==> src/rtl/icfm_pkg.sv <==
// ----------------------------------------------------------------------------
// icfm_pkg
// Shared types and constants of the input-capture frequency meter.
// ----------------------------------------------------------------------------
`timescale 1ns / 1ps

package icfm_pkg;

  localparam int CHANNELS     = 2;
  localparam int COUNTER_BITS = 16;
  localparam int TB_W         = 27;
  localparam int PERIOD_W     = 32;
  localparam int CFG_IDX_W    = 2;
  localparam int CFG_DATA_W   = 32;
  localparam int DIV_CNT_W    = $clog2(TB_W + 1);

  localparam logic [CFG_IDX_W-1:0] REG_TIMEBASE = CFG_IDX_W'(0);
  localparam logic [CFG_IDX_W-1:0] REG_FOLD     = CFG_IDX_W'(1);

  localparam logic [TB_W-1:0]     TIMEBASE_RESET = TB_W'(1000000);
  localparam logic [PERIOD_W-1:0] FOLD_RESET     = PERIOD_W'(2000);

  localparam logic OP_OVERFLOW = 1'b0;
  localparam logic OP_CAPTURE  = 1'b1;

  typedef struct packed {
    logic        operation;
    logic        channel;
    logic [15:0] captured_count;
  } icfm_in_t;

  typedef struct packed {
    logic            result_channel;
    logic [TB_W-1:0] frequency;
    logic            zero_period;
  } icfm_out_t;

  // Event handed from the control to the channel state.
  typedef struct packed {
    logic        valid;
    logic        operation;
    logic        channel;
    logic [15:0] count;
  } icfm_evt_t;

  typedef enum logic [1:0] {
    S_IDLE,
    S_FOLD,
    S_DIV,
    S_DONE
  } icfm_state_t;

endpackage

==> src/rtl/icfm_chan.sv <==
// ----------------------------------------------------------------------------
// icfm_chan
// Per-channel capture state and period register.
// ----------------------------------------------------------------------------
`timescale 1ns / 1ps

module icfm_chan (
  input  logic                           clk,
  input  logic                           rst,
  input  icfm_pkg::icfm_evt_t            evt,
  output logic                           end_hit,
  output logic [icfm_pkg::PERIOD_W-1:0]  period
);
  import icfm_pkg::*;

  logic                    awaiting_end   [CHANNELS];
  logic [COUNTER_BITS-1:0] start_count    [CHANNELS];
  logic [15:0]             overflow_count [CHANNELS];
  logic                    ch_ok;
  logic [COUNTER_BITS-1:0] cap;

  assign ch_ok   = int'(evt.channel) < CHANNELS;
  assign cap     = COUNTER_BITS'(evt.count);
  assign end_hit = evt.valid && ch_ok && (evt.operation == OP_CAPTURE) &&
                   awaiting_end[evt.channel];

  always_ff @(posedge clk) begin
    if (rst) begin
      for (int c = 0; c < CHANNELS; c++) begin
        awaiting_end[c]   <= 1'b0;
        start_count[c]    <= '0;
        overflow_count[c] <= '0;
      end
    end else if (evt.valid && ch_ok) begin
      if (evt.operation == OP_OVERFLOW) begin
        overflow_count[evt.channel] <= overflow_count[evt.channel] + 16'd1;
      end else if (!awaiting_end[evt.channel]) begin
        start_count[evt.channel]    <= cap;
        overflow_count[evt.channel] <= '0;
        awaiting_end[evt.channel]   <= 1'b1;
      end else begin
        awaiting_end[evt.channel] <= 1'b0;
      end
    end
  end

  always_ff @(posedge clk) begin
    if (end_hit) begin
      period <= (PERIOD_W'(overflow_count[evt.channel]) << COUNTER_BITS)
                + PERIOD_W'(cap) - PERIOD_W'(start_count[evt.channel]);
    end
  end

endmodule

==> src/rtl/icfm_div.sv <==
// ----------------------------------------------------------------------------
// icfm_div
// Restoring divider, one quotient bit per cycle.
// ----------------------------------------------------------------------------
`timescale 1ns / 1ps

module icfm_div (
  input  logic                          clk,
  input  logic                          rst,
  input  logic                          start,
  input  logic [icfm_pkg::TB_W-1:0]     dividend,
  input  logic [icfm_pkg::PERIOD_W-1:0] divisor,
  output logic                          done,
  output logic [icfm_pkg::TB_W-1:0]     quotient
);
  import icfm_pkg::*;

  logic [PERIOD_W-1:0]  rem;
  logic [PERIOD_W-1:0]  dvs;
  logic [TB_W-1:0]      rq;
  logic [DIV_CNT_W-1:0] cnt;
  logic                 busy;
  logic [PERIOD_W:0]    trial;
  logic [PERIOD_W:0]    diff;
  logic                 qbit;

  // The dividend shifts out of the top of rq while quotient bits enter below.
  assign trial    = {rem, rq[TB_W-1]};
  assign diff     = trial - {1'b0, dvs};
  assign qbit     = !diff[PERIOD_W];
  assign quotient = rq;

  always_ff @(posedge clk) begin
    if (rst) begin
      busy <= 1'b0;
      done <= 1'b0;
      cnt  <= '0;
    end else begin
      done <= 1'b0;
      if (start) begin
        busy <= 1'b1;
        cnt  <= DIV_CNT_W'(TB_W);
      end else if (busy) begin
        cnt <= cnt - DIV_CNT_W'(1);
        if (cnt == DIV_CNT_W'(1)) begin
          busy <= 1'b0;
          done <= 1'b1;
        end
      end
    end
  end

  always_ff @(posedge clk) begin
    if (start) begin
      rem <= '0;
      dvs <= divisor;
      rq  <= dividend;
    end else if (busy) begin
      rem <= qbit ? diff[PERIOD_W-1:0] : trial[PERIOD_W-1:0];
      rq  <= {rq[TB_W-2:0], qbit};
    end
  end

endmodule

==> src/rtl/input_capture_frequency_meter_core.sv <==
// ----------------------------------------------------------------------------
// input_capture_frequency_meter_core
// Two-channel input-capture frequency meter: period from start and end
// captures, optional fold, then timebase / period on a bit-serial divider.
// ----------------------------------------------------------------------------
//  Channel  Direction  Handshake              Payload
//  in       input      in_valid / in_ready    in_data (icfm_in_t)
//  out      output     out_valid / out_ready  out_data (icfm_out_t)
//  cfg      input      cfg_valid / cfg_ready  cfg_index, cfg_data
//
// Overflow ticks and start captures update the channel state on acceptance
// and leave the input ready. An end capture passes the fold check, the
// divider (one quotient bit per cycle), the step that takes the quotient
// and the load of the output register; the input is ready again in the
// cycle after that load. A zero period skips the divider. Reset clears all
// channel state and loads the register defaults. A stalled output holds
// the block after the next end capture finishes dividing.
// ----------------------------------------------------------------------------
`timescale 1ns / 1ps

module input_capture_frequency_meter_core (
  input  logic                            clk,
  input  logic                            rst,
  input  logic                            in_valid,
  output logic                            in_ready,
  input  icfm_pkg::icfm_in_t              in_data,
  output logic                            out_valid,
  input  logic                            out_ready,
  output icfm_pkg::icfm_out_t             out_data,
  input  logic                            cfg_valid,
  output logic                            cfg_ready,
  input  logic [icfm_pkg::CFG_IDX_W-1:0]  cfg_index,
  input  logic [icfm_pkg::CFG_DATA_W-1:0] cfg_data
);
  import icfm_pkg::*;

  icfm_state_t         state;
  icfm_state_t         state_next;
  logic [TB_W-1:0]     timebase_hz;
  logic [PERIOD_W-1:0] fold_period;
  icfm_evt_t           evt;
  logic                end_hit;
  logic [PERIOD_W-1:0] period;
  logic [PERIOD_W-1:0] period_f;
  logic                div_start;
  logic                div_done;
  logic [TB_W-1:0]     quotient;
  logic                res_channel;
  logic [TB_W-1:0]     res_freq;
  logic                res_zero;
  logic                out_free;
  logic                out_load;
  logic                accept;

  assign cfg_ready = 1'b1;
  assign accept    = in_valid && in_ready;
  assign out_free  = !out_valid || out_ready;

  assign evt.valid     = accept;
  assign evt.operation = in_data.operation;
  assign evt.channel   = in_data.channel;
  assign evt.count     = in_data.captured_count;

  always_ff @(posedge clk) begin
    if (rst) begin
      timebase_hz <= TIMEBASE_RESET;
      fold_period <= FOLD_RESET;
    end else if (cfg_valid) begin
      if (cfg_index == REG_TIMEBASE) begin
        timebase_hz <= cfg_data[TB_W-1:0];
      end else if (cfg_index == REG_FOLD) begin
        fold_period <= cfg_data[PERIOD_W-1:0];
      end
    end
  end

  icfm_chan u_chan (
    .clk     (clk),
    .rst     (rst),
    .evt     (evt),
    .end_hit (end_hit),
    .period  (period)
  );

  assign period_f = (fold_period != '0 && period == fold_period) ?
                    (period >> 1) : period;

  icfm_div u_div (
    .clk      (clk),
    .rst      (rst),
    .start    (div_start),
    .dividend (timebase_hz),
    .divisor  (period_f),
    .done     (div_done),
    .quotient (quotient)
  );

  always_comb begin
    state_next = state;
    unique case (state)
      S_IDLE: if (end_hit) state_next = S_FOLD;
      S_FOLD: state_next = (period_f == '0) ? S_DONE : S_DIV;
      S_DIV:  if (div_done) state_next = S_DONE;
      S_DONE: if (out_free) state_next = S_IDLE;
      default: state_next = S_IDLE;
    endcase
  end

  always_comb begin
    in_ready  = 1'b0;
    div_start = 1'b0;
    out_load  = 1'b0;
    unique case (state)
      S_IDLE: in_ready  = 1'b1;
      S_FOLD: div_start = (period_f != '0);
      S_DIV:  ;
      S_DONE: out_load  = out_free;
      default: ;
    endcase
  end

  always_ff @(posedge clk) begin
    if (rst) begin
      state <= S_IDLE;
    end else begin
      state <= state_next;
    end
  end

  always_ff @(posedge clk) begin
    if (end_hit) begin
      res_channel <= in_data.channel;
    end
    if (state == S_FOLD) begin
      res_zero <= (period_f == '0);
      res_freq <= '0;
    end else if (div_done) begin
      res_freq <= quotient;
    end
  end

  // The output register frees the divider while a result waits to be taken.
  always_ff @(posedge clk) begin
    if (rst) begin
      out_valid <= 1'b0;
    end else if (out_load) begin
      out_valid <= 1'b1;
    end else if (out_ready) begin
      out_valid <= 1'b0;
    end
  end

  always_ff @(posedge clk) begin
    if (out_load) begin
      out_data.result_channel <= res_channel;
      out_data.frequency      <= res_freq;
      out_data.zero_period    <= res_zero;
    end
  end

endmodule

==> config.mk <==
export PLATFORM = sky130hd
export DESIGN_NAME = input_capture_frequency_meter_core
export DESIGN_NICKNAME = d
export VERILOG_FILES = /design/src/rtl/icfm_pkg.sv /design/src/rtl/icfm_chan.sv /design/src/rtl/icfm_div.sv /design/src/rtl/input_capture_frequency_meter_core.sv
export SDC_FILE = /design/constraint.sdc
export NUM_CORES = 1
export LEC_CHECK = 0
export ABC_AREA = 1
export BUFFER_PORTS_ARGS = -buffer_cell sky130_fd_sc_hd__buf_2
export CELL_PAD_IN_SITES_DETAIL_PLACEMENT = 1
export CELL_PAD_IN_SITES_GLOBAL_PLACEMENT = 2
export CORE_ASPECT_RATIO = 1.2
export CORE_MARGIN = 2
export CORE_UTILIZATION = 40
export CTS_CLUSTER_DIAMETER = 120
export CTS_CLUSTER_SIZE = 16
export DETAILED_ROUTE_END_ITERATION = 16
export HOLD_SLACK_MARGIN = 0.03
export PLACE_DENSITY_LB_ADDON = 0.1
export SYNTH_ARGS = -nofsm -noshare
export SYNTH_HDL_FRONTEND = slang
export SYNTH_SLANG_ARGS = --single-unit
==> constraint.sdc <==
create_clock -name clk -period 7.14 [get_ports clk]
set_input_delay 1.071 -clock clk [delete_from_list [all_inputs] [get_ports clk]]
set_output_delay 1.071 -clock clk [all_outputs]
set_load 0.01 [all_outputs]
==> run_results.csv, run 1 <==
group,metric,value,unit
cells_and_area,layoutNonFillerInstCount,2762,
clock_network,post_cts_resized,0,
setup_path,cp_max_fo,35,
floorplanning,core,41700,sq um
synthesis,synth_flop_cell,"edfxtp_1",
drt,via_count,13700,
placement,place_inst,2721,
timing,skew,0.0179,ns
synthesis,synth_cell_types,43,
pwr,p_leak,8.34,nW
synthesis,async_flop_share,0,%
cells_and_area,area_delta_synth_final,9.49,%
worst_hold_path,hold_path_class,"register to register",
timing,slew_viol_final,0,
timing,worst_pin_slew,1.16,ns
synthesis,synth_sequential_area_ratio,48.7,%
placement,place_area,17800,sq um
setup_path,worstSetupEndpointType,"register",
global_routing,overflow,0,
synthesis,synth_edf_count,188,
cells_and_area,diodes,0,
timing,timing.fmax,214,MHz
setup_path,arrival,4.72,ns
clock_network,cts_root_buffer,"clkbuf_16",
drt,avgViaCountPerCell,4.97,
job,cap_violations,0,
synthesis,syn_inst,2147,
cells_and_area,nets,2316,
timing,finalCritPeriodShare,65.5,%
drt,drt_iter0_drc,620,
synthesis,synth_seq_cells,316,
clock_network,cts_tree,"yes",
setup_path,critical-path-max-stage-delay,0.77,ns
setup_path,start_kind,"register",
global_routing,grtUsageTotal,23.0,%
timing,slew_headroom,22.2,%
setup_path,worst-setup-path-type,"register to register",
synthesis,netlist_area,16900,sq um
clock_network,clockBufferDepth,3,
clock_network,postCtsSetupRepairBufs,0,
clock_network,cts_hold_buffers,0,
setup_path,crit_top_cell,"nand2_1",
global_routing,grt_pass1_wl,79000,um
synthesis,syn_nets,2263,
timing,fin_tns_setup,0,ns
synthesis,ys_top_cells_by_area,"edfxtp_1 33%, dfxtp_1 15%, nand2_1 12%",
pwr,switchingPower,2.31,mW
drt,ant_nets,0,
global_routing,grt_pass1_vias,14300,
clock_network,htree_levels,1,
status,status,"complete, no violations",
drt,wl_per_cell,18.0,um
synthesis,ys_warn_count,0,
synthesis,synth_area_leader_cell,"edfxtp_1",
timing,hold_violations,0,
drt,drt_first_pass_iters,5,
cells_and_area,drive_gt1_share,6.99,%
pwr,combPwrFrac,35.6,%
clock_network,worstSkewPairLatency,0.56,ns
placement,hpwl,38600,um
synthesis,synth_area_per_cell,7.86,sq um
floorplanning,die_h,229,um
clock_network,cts_buffers,23,
floorplanning,die_w,191,um
global_routing,grt_max_degree,63,
synthesis,yosys.cell_count.top_type,"nand2_1",
synthesis,yosysTopAreaCellShare,33.5,%
cells_and_area,fin_util,44.3,%
floorplanning,start_util,40.5,%
floorplanning,row_count,82,
clock_network,cts.sinks,316,
floorplanning,io_pins,89,
timing,setup_viol,0,
timing,rsz0062_at_grt,"no",
placement,place_congestion,0.893,
setup_path,cp.required,7.18,ns
pwr,p_int,3.69,mW
pwr,swShare,38.5,%
timing,post-route-min-period,4.68,ns
pwr,power_frac_clock,21.5,%
pwr,peakVddDrop,0.200,mV
placement,io_buffers,87,
global_routing,antenna_found_initial,0,
clock_network,clkTransAtPathRegs,0.08,ns
floorplanning,dieArea,43800,sq um
pwr,power.total,6.01,mW
setup_path,cpMaxStageDelayCell,"nand2_1",
drt,drt_wl_total,49600,um
pwr,powerDensity,325,nW/um^2
drt,route.detailed.drc,0,
pwr,p_seq_share,42.9,%
synthesis,ys_top_cells_by_count,"520 x nand2_1, 335 x nor2_1, 278 x inv_1",
cells_and_area,stdcell_area,18500,sq um
setup_path,path_cells,"inv_1, nand2_1, nand2_1, nand2_1, nor2_1, nand2_1, nor2_2, nand3_2, o21ai_1, nand2_1, nor2_1, nand2_1, nor2_2, nand2_2, nand2_4, nand2_1",
flip-flops by register name, summed over array words and instances, names as in the netlist, 5 cells and up:
signal and flops:
fold_period 32, out_data 29, res_freq 27, timebase_hz 27, u_chan.overflow_count 32, u_chan.period 32, u_chan.start_count 32, u_div.cnt 5
u_div.dvs 32, u_div.quotient 27, u_div.rem 32
kinds of logic (layout without fill, tap and decap cells):
| group | count (synthesis) | after routing | synth area share [%] |
|---|---|---|---|
| fa+ha+maj | 59 | 59 | 4.47 |
| compound gates | 297 | 297 | 9.41 |
| simple gates | 1029 | 1029 | 24.7 |
| buf+inv | 360 | 429 | 8.26 |
| other cells | 1 | 1 | 0.0222 |
| mux | 14 | 14 | 0.831 |
| xor+xnor | 71 | 71 | 3.69 |
| flops | 316 | 316 | 48.7 |
final timing paths:
| check | endpoint | startpoint | slack, ns | cells after the start |
|---|---|---|---|---|
| worst min-delay path | out_data[28]$_DFFE_PP_ | res_channel$_DFFE_PP_ | 0.43 | 0 |
| worst max-delay path | u_div.quotient[2]$_DFFE_PP_ | u_chan.period[11]$_DFFE_PP_ | 2.46 | 16 |
| worst min register to register | out_data[28]$_DFFE_PP_ | res_channel$_DFFE_PP_ | 0.43 | 0 |
| worst max register to register | u_div.quotient[2]$_DFFE_PP_ | u_chan.period[11]$_DFFE_PP_ | 2.46 | 16 |
final cells by class:
class,instances,area [sq um]
Fill cell,5224,23200
Timing Repair Buffer,101,541
Clock buffer,40,661
Clock inverter,1,20.0
Inverter,287,1080
Tap cell,546,683
Multi-Input combinational cell,1471,7280
Sequential cell,316,8210
cell usage in the layout (no fill, tap or decap), types with 2 or more instances in the layout:
master,instances
nand2_1,520
nor2_1,334
inv_1,278
edfxtp_1,188
o21ai_0,157
dfxtp_1,128
nand3_1,113
a21oi_1,93
buf_2,87
ha_1,57
xor2_1,42
xnor2_1,29
clkbuf_16,24
clkbuf_1,16
nand4_1,15
mux2i_1,14
or2_2,14
buf_4,14
nor3_1,12
o21bai_1,9
a21boi_0,7
a31oi_1,7
nor4_1,6
o211ai_1,6
clkinv_1,5
a21o_1,5
inv_2,4
nor2_2,4
nand3b_1,4
o21ai_1,3
a211oi_1,3
and2_1,2
nor3_2,2
a22oi_1,2
o21a_1,2
fa_1,2
worst max-delay path, delay by kind of cell, from the launching register on:
kind	cells	cell delay [ns]
compound gates	1	0.39
flops	1	0.40
buf+inv	1	0.14
simple gates	14	3.18
metal layers:
metal	wire length, um	vias up	track usage, %
met1	20900	6560	27.5
li1	-	6978	-
met5	0	-	0
met3	992	60	1.92
met2	25900	140	42.6
met4	1800	0	8.08
power groups by stage:
stage / Sequential, mW / Combinational, mW / Clock [mW]
global placement: 2.61 / 2.10 / 0
detailed placement: 2.62 / 2.15 / 0
finish: 2.58 / 2.14 / 1.29
global route: 2.62 / 2.46 / 1.40
floorplan: 2.54 / 1.58 / 0
CTS: 2.58 / 2.16 / 1.34
through the flow:
| step | hold WS [ns] | setup slack (ns) |
|---|---|---|
| after global routing | 0.436 | 1.89 |
| after floorplan | 0.400 | 2.59 |
| final | 0.427 | 2.46 |
| after global placement | 0.409 | 2.49 |
| after CTS | 0.427 | 2.41 |
| after detailed placement | 0.412 | 2.44 |
No activity file was read; power rests on OpenSTA's default activity.
==> run 2: changes to the inputs <==
--- a/config.mk
+++ b/config.mk
@@ -11,7 +11,7 @@
 export CELL_PAD_IN_SITES_GLOBAL_PLACEMENT = 2
 export CORE_ASPECT_RATIO = 1.2
 export CORE_MARGIN = 2
-export CORE_UTILIZATION = 40
+export CORE_UTILIZATION = 37
 export CTS_CLUSTER_DIAMETER = 120
 export CTS_CLUSTER_SIZE = 16
 export DETAILED_ROUTE_END_ITERATION = 16
==> constraint.sdc (replaced) <==
create_clock -name clk -period 4.4 [get_ports clk]
set_input_delay 0.66 -clock clk [delete_from_list [all_inputs] [get_ports clk]]
set_output_delay 0.66 -clock clk [all_outputs]
set_load 0.01 [all_outputs]
==> run_results.csv, run 2 (synthesis gave the netlist of run 1 again) <==
group,metric,value,unit
pwr,combPwrFrac,35.9,%
worst_hold_path,min_path_cells,3,
setup_path,cp_max_fo,52,
worst_hold_path,hold_path_class,"input port to register",
timing,post-route-min-period,3.67,ns
floorplanning,start_util,37.5,%
pwr,p_int,6.05,mW
timing,worst_slack,0.728,ns
placement,place_ws,0.430,ns
setup_path,cpMaxStageDelayCell,"inv_2",
clock_network,worstSkewPairLatency,0.57,ns
floorplanning,row_count,85,
placement,place_congestion,0.843,
clock_network,cts.sinks,316,
clock_network,clkTransAtPathRegs,0.08,ns
clock_network,cts_root_buffer,"clkbuf_16",
drt,route.detailed.drc,0,
setup_path,path_cells,"inv_1, nand2_1, nand2_1, inv_1, nand2_1, nor2_1, nand2_1, nor2_1, nand3_2, buf_4, nand2_1, nand2_1, nand2_1, nor2_1, nand2_1, nor2_2, nand2_2, nand2_4, inv_2, buf_4, nor2_1",
drt,wl_per_cell,17.6,um
drt,drt_first_pass_iters,4,
timing,slew_viol_final,0,
cells_and_area,drive_gt1_share,7.62,%
setup_path,cp_top_family,"buffers and inverters",
cells_and_area,fin_util,41.5,%
pwr,power_frac_clock,21.7,%
setup_path,cp.required,4.85,ns
status,status,"complete, no violations",
floorplanning,dieArea,47300,sq um
setup_path,start_kind,"register",
cells_and_area,area_delta_synth_final,10.7,%
placement,hpwl,38700,um
setup_path,r2r_slack,0.73,ns
timing,rsz0062_at_grt,"no",
cells_and_area,diodes,0,
timing,finalCritPeriodShare,83.5,%
worst_hold_path,hp-start,"cfg_data[11]",
timing,worst_pin_slew,1.07,ns
cells_and_area,final_cell_mix,"520 x nand2_1, 334 x nor2_1, 278 x inv_1",
clock_network,clockBufferDepth,3,
floorplanning,die_h,238,um
global_routing,grt_pass1_vias,14400,
drt,ant_nets,0,
cells_and_area,final_common_cell,"nand2_1",
clock_network,cts_hold_buffers,0,
timing,slew_headroom,28.6,%
setup_path,worst-setup-path-type,"register to register",
timing,hold_violations,0,
floorplanning,die_w,199,um
setup_path,rr_endpoint,"u_div.rem[13]$_SDFFE_PP0P_",
setup_path,arrival,4.12,ns
timing,skew,0.0197,ns
setup_path,path_buf_inv,5,
setup_path,crit_top_cell,"nand2_1",
worst_hold_path,hold_end,"timebase_hz[11]$_SDFFE_PP0P_",
drt,via_count,13800,
setup_path,reg2reg_depth,21,
setup_path,timing.rr.start,"u_chan.period[25]$_DFFE_PP_",
drt,drt_wl_total,49900,um
pwr,switchingPower,3.78,mW
clock_network,post_cts_resized,0,
clock_network,cts_tree,"yes",
global_routing,grtUsageTotal,21.3,%
clock_network,postCtsSetupRepairBufs,0,
global_routing,grt_max_degree,56,
drt,drt_iter0_drc,505,
clock_network,cts_buffers,23,
setup_path,critical-path-max-stage-delay,0.75,ns
pwr,swShare,38.4,%
timing,timing.fmax,272,MHz
placement,io_buffers,87,
job,cap_violations,0,
setup_path,worstSetupEndpointType,"register",
pwr,p_seq_share,42.5,%
timing,setup_viol,0,
pwr,peakVddDrop,0.359,mV
global_routing,overflow,0,
clock_network,htree_levels,1,
cells_and_area,nets,2331,
global_routing,antenna_found_initial,1,
drt,avgViaCountPerCell,4.87,
floorplanning,core,45000,sq um
pwr,powerDensity,527,nW/um^2
timing,fin_tns_setup,0,ns
global_routing,grt_pass1_wl,78800,um
pwr,p_leak,8.41,nW
floorplanning,io_pins,89,
==> run 2: cell count changes in the layout (fill, tap and decap cells not counted), sizes merged <==
cell and change:
clkbuf -1, bufinv +1, buf +15
==> run 2: through the flow <==
step	hold slack, ns	total power, mW	cell area [sq um]	std cells
floorplan	0.400	6.68	16900	2147
global placement	0.410	7.72	18000	2799
detailed placement	0.412	7.83	18000	2799
CTS	0.316	10.0	18700	2840
global route	0.336	10.6	18700	2840
finish	0.352	9.83	18700	2840
==> run 2: layer usage <==
metal	vias to the layer above	share of wire, %	routed length, um	GRT usage [%]
li1	7010	-	-	-
met1	6629	43	21300	25.9
met2	134	52	26000	39.7
met3	64	2.2	1080	1.88
met4	2	2.9	1420	6.20
met5	-	0.022	11	0
==> run 2: final cells by class <==
| cell class | count | area, sq um |
|---|---|---|
| Clock buffer | 39 | 636 |
| Clock inverter | 2 | 50.0 |
| Fill cell | 5531 | 26300 |
| Inverter | 287 | 1080 |
| Multi-Input combinational cell | 1471 | 7280 |
| Sequential cell | 316 | 8210 |
| Tap cell | 609 | 762 |
| Timing Repair Buffer | 116 | 653 |
==> run 2: worst min-delay path: cells and delay by family <==
kind | cells | cell delay [ns]
buf+inv | 1 | 0.10
simple gates | 2 | 0.12
==> run 2: worst max path at each step <==
stage | endpoint | depth (start not counted) | startpoint | slack (ns)
after floorplan | u_chan.period[16]$_DFFE_PP_ | 15 | in_data[16] | 0.26
after global placement | u_chan.period[18]$_DFFE_PP_ | 16 | in_data[16] | 0.53
after detailed placement | u_chan.period[16]$_DFFE_PP_ | 16 | in_data[16] | 0.43
after CTS | u_div.rem[13]$_SDFFE_PP0P_ | 21 | u_chan.period[25]$_DFFE_PP_ | 0.63
after global routing | u_div.rem[30]$_SDFFE_PP0P_ | 20 | u_div.quotient[26]$_DFFE_PP_ | 0.30
final | u_div.rem[13]$_SDFFE_PP0P_ | 21 | u_chan.period[25]$_DFFE_PP_ | 0.73
==> run 2: power groups by stage <==
stage                     Sequential (mW)  Combinational, mW  Clock [mW]
after floorplan                      4.13               2.56           0
after global placement               4.23               3.49           0
after detailed placement             4.25               3.58           0
after CTS                            4.18               3.61        2.22
after global routing                 4.24               4.05        2.31
final                                4.18               3.53        2.13
